`config.mk`:
```
export PLATFORM = sky130hd
export DESIGN_NAME = vmpg_merge
export DESIGN_NICKNAME = d
export VERILOG_FILES = /design/src/vmpg_pkg.sv /design/src/vmpg_merge.sv
export SDC_FILE = /design/constraint.sdc
export NUM_CORES = 1
export LEC_CHECK = 0
export BUFFER_PORTS_ARGS = -buffer_cell sky130_fd_sc_hd__buf_2
export CORE_AREA = 2 2 100 102
export DETAILED_ROUTE_END_ITERATION = 7
export DIE_AREA = 0 0 102 104
export GPL_TIMING_DRIVEN = 0
export SYNTH_ARGS = -nofsm -noshare
export SYNTH_HDL_FRONTEND = slang
export SYNTH_SLANG_ARGS = --single-unit
```
`constraint.sdc`:
```
create_clock -name vclk -period 2.2
set_input_delay 0.11 -clock vclk [all_inputs]
set_output_delay 0.11 -clock vclk [all_outputs]
set_load 0.01 [all_outputs]
```
`src/vmpg_pkg.sv`:
```
`default_nettype none
package vmpg_pkg;

  localparam int GLYPH_DEPTH = 1024;
  localparam int GLYPH_AW    = $clog2(GLYPH_DEPTH);
  localparam int PENS_PER_COL = 14;
  localparam int COL_W       = 4 * PENS_PER_COL;

  typedef logic [3:0]          pen_t;
  typedef logic [GLYPH_AW-1:0] glyph_addr_t;
  typedef logic [COL_W-1:0]    col_pens_t;

  localparam pen_t PEN_BLACK = 4'd0;
  localparam pen_t PEN_GREEN = 4'd12;
  localparam pen_t PEN_WHITE = 4'd15;

  typedef enum logic [2:0] {
    MODE_TEXT40       = 3'd0,
    MODE_TEXT40_COLOR = 3'd1,
    MODE_TEXT80       = 3'd2,
    MODE_TEXT80_ALT   = 3'd3,
    MODE_HIRES        = 3'd4,
    MODE_HIRES_COLOR  = 3'd5,
    MODE_SUPER        = 3'd6,
    MODE_CHUNKY       = 3'd7
  } mode_t;

  typedef enum logic {
    OP_RENDER = 1'b0,
    OP_WRITE  = 1'b1
  } opcode_t;

  typedef struct packed {
    opcode_t     opcode;
    logic [2:0]  glyph_row;
    logic [7:0]  main_even;
    logic [7:0]  aux_even;
    logic [7:0]  main_odd;
    logic [7:0]  aux_odd;
    logic [9:0]  glyph_address;
    logic [7:0]  glyph_data;
  } in_beat_t;

  typedef struct packed {
    logic [COL_W-1:0] pixels_even;
    logic [COL_W-1:0] pixels_odd;
  } out_beat_t;

  typedef struct packed {
    logic [7:0] main_b;
    logic [7:0] aux_b;
  } col_bytes_t;

  typedef struct packed {
    logic        en;
    glyph_addr_t addr;
    logic [7:0]  data;
  } glyph_wr_t;

  function automatic pen_t nib_rev(input logic [3:0] n);
    return {n[0], n[1], n[2], n[3]};
  endfunction

endpackage
`default_nettype wire

```
`src/vmpg_merge.sv`:
```
`default_nettype none
module vmpg_merge (
  input  wire vmpg_pkg::mode_t       mode,
  input  wire vmpg_pkg::col_bytes_t  col_even,
  input  wire vmpg_pkg::col_bytes_t  col_odd,
  input  wire vmpg_pkg::col_pens_t   pens_even,
  input  wire vmpg_pkg::col_pens_t   pens_odd,
  output vmpg_pkg::out_beat_t        beat
);

  logic [31:0]              word;
  vmpg_pkg::pen_t           chunk [7];
  logic [2*vmpg_pkg::COL_W-1:0] chunky_pens;

  assign word = {col_odd.aux_b, col_odd.main_b, col_even.aux_b, col_even.main_b};

  // 7-bit fields straddle the pen nibbles; the top bit of some pens repeats
  // the lowest bit of the same field
  assign chunk[0] = word[3:0];
  assign chunk[1] = {word[4], word[6:4]};
  assign chunk[2] = word[12:9];
  assign chunk[3] = {word[17:16], word[14:13]};
  assign chunk[4] = word[21:18];
  assign chunk[5] = {word[26:24], word[22]};
  assign chunk[6] = word[30:27];

  always_comb begin
    for (int i = 0; i < 2 * vmpg_pkg::PENS_PER_COL; i++) begin
      chunky_pens[4*i +: 4] = chunk[i / 4];
    end
  end

  always_comb begin
    if (mode == vmpg_pkg::MODE_CHUNKY) begin
      beat.pixels_even = chunky_pens[vmpg_pkg::COL_W-1:0];
      beat.pixels_odd  = chunky_pens[2*vmpg_pkg::COL_W-1:vmpg_pkg::COL_W];
    end else begin
      beat.pixels_even = pens_even;
      beat.pixels_odd  = pens_odd;
    end
  end

endmodule
`default_nettype wire

```
After elaboration in Yosys (flattened, before gate mapping)
Cells that the tools add are included.

storage, ports and cells
  flip-flop bits (word level) = 0
  bits of input ports = 147
  output and inout bits = 112

cells by class
  equal/unequal tests = 1
  multiplexer cells = 1

operators with widths
  kind                                  count
  112-bit two-way mux                   1
  3-bit == test, second input constant  1

Depth between registers and ports, before layout
Gate-level depths: netlist (run 1).

  depth in word-level cells = 2
  depth in mapped cells = 5

Worst setup path before layout (run 1)
No wires, ideal clock.

  path type = input to output
  from = input mode[2]
  to = output beat[100] (netlist bit)
  data arrival time = 0.870 ns
  path slack = 1.220 ns
  cell stages on the path = 5
  cells stage by stage = buf_2 -> nand3_2 -> buf_4 -> buf_6 -> a21o_1

RTL lines
  what                RTL line         text
  start: declaration  vmpg_merge.sv:3  input wire vmpg_pkg::mode_t mode,
  end: declaration    vmpg_merge.sv:8  output vmpg_pkg::out_beat_t beat

==> impl_metrics.yaml, run 1 <==
drt:
  drt_iter0_drc: 86
  drtPass1Iterations: 4
  viasPerCell: 4.28
  wl_per_cell_um: 14.4
  routed_wl_mm: 7.86
  postRouteAntennaNets: 0
  num_vias: 2339
  drc: 0
global_route:
  grt_max_degree: 11
  grt.met3_usage_pct: 1.41
  first_global_vias: 2109
  grt_most_used_layer: "met2"
  grt_pass1_wl_mm: 10.9
  grt_use_met1_pct: 14.5
  grt_use_met2_pct: 26.4
  track_usage_pct: 12.9
  overflow: 0
  antenna_found_initial: 1
power_and_ir_drop:
  power.leakage_uw: 0.00199
  power_frac_seq_pct: 0
  swShare_pct: 47.6
  power_switching_uw: 277
  clockPowerShare_pct: 0
  intPower_uw: 305
  power.density_nw_per_um2: 219
  ir_worst_vdd_mv: 0.0596
  p_comb_share_pct: 100.0
timing:
  worst_slew_pin_slew_ps: 447
  clock.fmax_mhz: 723
  finalSetupViolations: 0
  fin_crit_sh_pct: 62.8
  relSlewSlack_pct: 70.2
  fin_ws_ps: 818
  rsz0062_at_grt: "false"
  hold_violations: 0
  period_needed_ps: 1380
  finalSetupTns_ps: 0
  slew_violations: 0
floorplanning:
  rows: 36
  core_um2: 9550
  start_util_pct: 12.9
  die_w_um: 102
  ios: 259
  die_area_um2: 10600
  dieHeight_um: 104
finish:
  drive_gt1_share_pct: 63.9
  clockBufferCount: 0
  final-seq-area_um2: 0
  fillers: 1060
  seq_cell_count: 0
  final_nets: 562
  n_antenna_cell: 0
  syn2layout_area_growth_pct: 116
synthesis:
  netlist_area_um2: 1230
  ys_warn_count: 0
  synth_cell_types: 7
  syn_area_per_cell_um2: 7.65
  synth_common_cells: "a21o_1 (112), and4_1 (27), clkbuf_1 (10), buf_6 (8), buf_2 (2)"
  synthCells: 161
  synth_top_area_cell: "a21o_1"
  yosysMostFrequentCell: "a21o_1"
  synth.area.top_cells: "a21o_1 (68%), and4_1 (19%), buf_6 (7.3%)"
  synth_top_area_share_pct: 68.2
  synth_seq_area_share_pct: 0
  syn_nets: 308
place:
  globalplace.congestion: 0.780
  portBuffers: 252
  dp_hpwl_mm: 6.86
  place_ws_ps: 762
critical_path:
  cp.required_ps: 2090
  crit_path_start: "mode[1]"
  crit_fanout: 10
  critical_path_class: "in2out"
  cp_data_arrival_time_ps: 1270
  start_kind: "input pin"
  end_kind: "primary output"
cts:
  cts_setup_buffers: 0
  cts_resized: 0
  cts_hold_buffers: 0
status:
  outcome: "completed"
min_path:
  whs_endpoint: "beat[36]"
  min_path_cells: 3
  min_from: "pens_odd[36]"
  hp-class: "in2out"
job:
  cap_violations: 0
[cells by family (layout without fill, tap and decap cells)]
family	count (synthesis)	after routing	share of synthesized area [%]
buffers and inverters	21	273	11.8
AO/OA/AOI/OAI	112	112	68.2
AND/OR/NAND/NOR	28	28	20.0
[power by group through the flow]
stage | logic (uW) | clock network, uW | registers [uW]
CTS | 590 | 0 | 0
global route | 634 | 0 | 0
detailed placement | 586 | 0 | 0
floorplan | 282 | 0 | 0
global placement | 582 | 0 | 0
finish | 583 | 0 | 0
[cell usage in the layout, fill, tap and decap left out]
master      n
buf_6       8
a21o_1    112
buf_4       1
buf_2     254
clkbuf_1   10
nand3_2     1
and4_1     27
[critical path, cell delays in order]
cell      delay [ps]
buf_2            180
clkbuf_1         370
and4_1           360
a21o_1           130
buf_2            130
[through the flow]
stage | util [%] | instance area (um2) | hold slack, ps | cells | power [uW]
after floorplan | - | 1230 | 349 | 161 | 282
after global placement | 27.9 | 2660 | 497 | 546 | 582
after detailed placement | 27.9 | 2660 | 496 | 546 | 586
after CTS | 27.9 | 2660 | 499 | 546 | 590
after global routing | 27.9 | 2660 | 509 | 546 | 634
final | 27.9 | 2660 | 499 | 546 | 583
[worst max-delay path by stage]
stage | end | slack (ps) | cells after the start
final | beat[40] | 820 | 5
after global routing | beat[40] | 690 | 5
after CTS | beat[93] | 770 | 5
after detailed placement | beat[97] | 760 | 5
after global placement | beat[97] | 800 | 5
after floorplan | beat[100] | 1220 | 5
[final cells by class]
cell class	instances	area, um2	area share, %
buffer	21	145	5.46
multi-input combinational	140	1090	40.9
timing repair buffer	252	1260	47.4
tap	133	166	6.26
[metal layers]
layer  routed length, um  share of wire (%)
met3                 641                8.2
met4                  22               0.28
met1                3050                 39
met5                  19               0.24
met2                4130                 53
No activity file was read; power rests on OpenSTA's default activity.
==> run 2: changes to the inputs <==
--- a/config.mk
+++ b/config.mk
@@ -6,9 +6,9 @@
 export NUM_CORES = 1
 export LEC_CHECK = 0
 export BUFFER_PORTS_ARGS = -buffer_cell sky130_fd_sc_hd__buf_2
-export CORE_AREA = 2 2 100 102
+export CORE_AREA = 2 2 101 103
 export DETAILED_ROUTE_END_ITERATION = 7
-export DIE_AREA = 0 0 102 104
+export DIE_AREA = 0 0 103 105
 export GPL_TIMING_DRIVEN = 0
 export SYNTH_ARGS = -nofsm -noshare
 export SYNTH_HDL_FRONTEND = slang
==> constraint.sdc (replaced) <==
create_clock -name vclk -period 1.3
set_input_delay 0.065 -clock vclk [all_inputs]
set_output_delay 0.065 -clock vclk [all_outputs]
set_load 0.01 [all_outputs]
==> impl_metrics.yaml, run 2 (same netlist as run 1, synthesis figures left out) <==
status:
  outcome: "completed"
timing:
  finalSetupTns_ps: 0
  hold_violations: 0
  worst_slew_pin_slew_ps: 443
  slew_violations: 0
  relSlewSlack_pct: 70.5
  finalSetupViolations: 0
  clock.fmax_mhz: 862
  hold_ws_ps: 407
  fin_crit_sh_pct: 89.2
  fin_ws_ps: 140
  rsz0062_at_grt: "false"
  period_needed_ps: 1160
finish:
  final_nets: 562
  mostFrequentLayoutCell: "buf_2"
  seq_cell_count: 0
  fillers: 1110
  final-seq-area_um2: 0
  fin_util_pct: 27.7
  layout_common_cells: "buf_2 (254), a21o_1 (112), and4_1 (27)"
  n_antenna_cell: 0
  drive_gt1_share_pct: 65.4
  syn2layout_area_growth_pct: 116
  clockBufferCount: 0
min_path:
  min_path_cells: 3
  hp-class: "in2out"
  whs_endpoint: "beat[109]"
  min_from: "pens_even[53]"
place:
  globalplace.congestion: 0.729
  place_ws_ps: -84.1
  portBuffers: 252
  dp_hpwl_mm: 7.02
global_route:
  grt_max_degree: 11
  overflow: 0
  antenna_found_initial: 1
  first_global_vias: 2217
  grt_most_used_layer: "met2"
  grt_pass1_wl_mm: 11.3
  track_usage_pct: 13.0
  grt_use_met2_pct: 26.3
  grt.met3_usage_pct: 1.27
  grt_use_met1_pct: 14.7
floorplanning:
  dieHeight_um: 105
  core_um2: 9640
  die_area_um2: 10800
  rows: 36
  ios: 259
  die_w_um: 103
  start_util_pct: 12.8
power_and_ir_drop:
  ir_worst_vdd_mv: 0.105
  power_frac_seq_pct: 0
  swShare_pct: 47.6
  power.density_nw_per_um2: 371
  power.leakage_uw: 0.00201
  p_comb_share_pct: 100.0
  clockPowerShare_pct: 0
  intPower_uw: 519
  power_switching_uw: 472
critical_path:
  crit_fanout: 10
  critical_path_class: "in2out"
  start_kind: "input pin"
  end_kind: "primary output"
  cp_data_arrival_time_ps: 1090
  cp.required_ps: 1240
drt:
  drc: 0
  wl_per_cell_um: 14.8
  num_vias: 2397
  drtPass1Iterations: 4
  postRouteAntennaNets: 0
  routed_wl_mm: 8.09
  drt_iter0_drc: 62
  viasPerCell: 4.39
job:
  cap_violations: 0
cts:
  cts_setup_buffers: 0
-- run 2: changes by cell type in the layout (fill, tap and decap cells not counted) --
cell      change
clkbuf_1      -6
clkbuf_2      +6
-- run 2: what timing repair did --
action,CTS,global route
gates cloned,0,0
endpoints found under the setup margin,28,37
hold buffers,0,0
gates resized for setup,3,6
endpoints found under the hold margin,0,0
-- run 2: critical path, cell delays in order --
cell	delay [ps]
buf_2	190
clkbuf_2	250
and4_1	340
a21o_1	120
buf_2	120
-- run 2: final cells by class --
cell class	count	area [um2]	share of cell area, %
Timing Repair Buffer	252	1260	47.3
Multi-Input combinational cell	140	1090	40.8
Buffer	21	153	5.72
Tap cell	133	166	6.24
-- run 2: worst max-delay path by stage --
stage | start | endpoint | cells past startpoint
2_1_floorplan | mode[2] | beat[100] | 5
3_3_place_gp | mode[1] | beat[101] | 5
3_5_place_dp | mode[0] | beat[101] | 5
4_1_cts | mode[1] | beat[43] | 5
5_1_grt | mode[2] | beat[93] | 5
6_report | mode[2] | beat[101] | 5
-- run 2: routing by layer --
metal	vias to the layer above	routed length, um	part of all wire, %
li1	1137	-	-
met5	-	8	0.099
met2	152	4280	53
met3	4	729	9.0
met1	1102	3050	38
met4	2	26	0.32
-- run 2: stage by stage --
stage,std cells,power [uW],area [um2]
floorplan,161,478,1230
global placement,546,989,2660
detailed placement,546,996,2660
CTS,546,1000,2660
global route,546,1080,2670
finish,546,991,2670
-- run 2: power groups by stage --
stage	clock, uW	sequential [uW]	combinational (uW)
after floorplan	0	0	478
after global placement	0	0	989
after detailed placement	0	0	996
after CTS	0	0	1000
after global routing	0	0	1080
final	0	0	991
==> run 3: changes to the inputs <==
--- a/config.mk
+++ b/config.mk
@@ -6,10 +6,13 @@
 export NUM_CORES = 1
 export LEC_CHECK = 0
 export BUFFER_PORTS_ARGS = -buffer_cell sky130_fd_sc_hd__buf_2
-export CORE_AREA = 2 2 101 103
+export CELL_PAD_IN_SITES_DETAIL_PLACEMENT = 1
+export CELL_PAD_IN_SITES_GLOBAL_PLACEMENT = 2
+export CORE_MARGIN = 2
+export CORE_UTILIZATION = 10
 export DETAILED_ROUTE_END_ITERATION = 7
-export DIE_AREA = 0 0 103 105
 export GPL_TIMING_DRIVEN = 0
+export PLACE_DENSITY_LB_ADDON = 0.1
 export SYNTH_ARGS = -nofsm -noshare
 export SYNTH_HDL_FRONTEND = slang
 export SYNTH_SLANG_ARGS = --single-unit
==> impl_metrics.yaml, run 3 (same netlist as run 1, synthesis figures left out) <==
critical_path:
  end_kind: "primary output"
  start_kind: "input pin"
  critical_path_class: "in2out"
  cp_data_arrival_time_ps: 1090
  cp.required_ps: 1240
  crit_fanout: 10
cts:
  cts_hold_buffers: 0
  cts_setup_buffers: 0
drt:
  num_vias: 2355
  postRouteAntennaNets: 0
  drtPass1Iterations: 4
  drc: 0
  wl_per_cell_um: 15.1
  viasPerCell: 4.21
  routed_wl_mm: 8.45
  drt_iter0_drc: 29
finish:
  mostFrequentLayoutCell: "buf_2"
  layout_common_cells: "buf_2 (254), a21o_1 (112), and4_1 (27)"
  final-seq-area_um2: 0
  syn2layout_area_growth_pct: 118
  seq_cell_count: 0
  clockBufferCount: 0
  fin_util_pct: 22.4
  fillers: 1527
  drive_gt1_share_pct: 65.4
  stdcell_count: 560
  n_antenna_cell: 0
  final_nets: 562
place:
  portBuffers: 252
  place_ws_ps: -16.4
  dp.cells: 560
  globalplace.congestion: 0.777
  dp_hpwl_mm: 7.45
timing:
  clock.fmax_mhz: 868
  finalSetupViolations: 0
  worst_slew_pin_slew_ps: 467
  fin_ws_ps: 148
  rsz0062_at_grt: "false"
  slew_violations: 0
  finalSetupTns_ps: 0
  relSlewSlack_pct: 68.9
  period_needed_ps: 1150
  hold_violations: 0
  fin_crit_sh_pct: 88.6
min_path:
  min_path_cells: 3
  hp-class: "in2out"
floorplanning:
  die_w_um: 115
  start_util_pct: 10.3
  die_area_um2: 13200
  dieHeight_um: 115
  core_um2: 12000
  rows: 40
  ios: 259
global_route:
  first_global_vias: 2413
  grt_max_degree: 11
  track_usage_pct: 11.3
  overflow: 0
  antenna_found_initial: 0
  grt_pass1_wl_mm: 12.4
status:
  outcome: "completed"
job:
  cap_violations: 0
power_and_ir_drop:
  power.density_nw_per_um2: 368
  ir_worst_vdd_mv: 0.0942
  power.leakage_uw: 0.00201
## run 3: cell counts in the layout (fill, tap and decap cells not counted)
Identical to the previous run, type by type.
## run 3: layout make-up
class                           count  area [um2]  share of cell area (%)
Timing Repair Buffer              252        1260                    47.0
Tap cell                          147         184                    6.85
Multi-Input combinational cell    140        1090                    40.5
Buffer                             21         153                    5.68
## run 3: power breakdown
part | total [uW] | internal, uW | switching [uW]
registers | 0 | 0 | 0
clock network | 0 | 0 | 0
logic | 987 | 519 | 468
## run 3: worst max-delay path, stage by stage
cell,delay [ps]
buf_2,190
nand3_2,130
buf_4,220
buf_6,160
a21o_1,190
buf_2,140
## run 3: per-stage QoR
stage                     total power, uW  hold slack (ps)  area (um2)
final                                 987              408        2690
after global placement               1000              411        2680
after CTS                            1010              410        2680
after floorplan                       478              259        1230
after global routing                 1080              425        2690
after detailed placement             1000              409        2680
## run 3: what timing repair did
| item | in CTS | in global routing |
|---|---|---|
| pin swaps | 0 | 0 |
| gates resized for setup | 3 | 6 |
| setup endpoints to repair | 11 | 40 |
## run 3: path summary, 6_finish.rpt
check	start	end	slack (ps)
min	pens_odd[1]	beat[1]	410
max	mode[1]	beat[42]	150
## run 3: routing by layer
layer,routed length (um),track usage [%]
met5,0,0
met4,0,0
met3,776,2.06
met2,4430,23.2
met1,3240,12.5
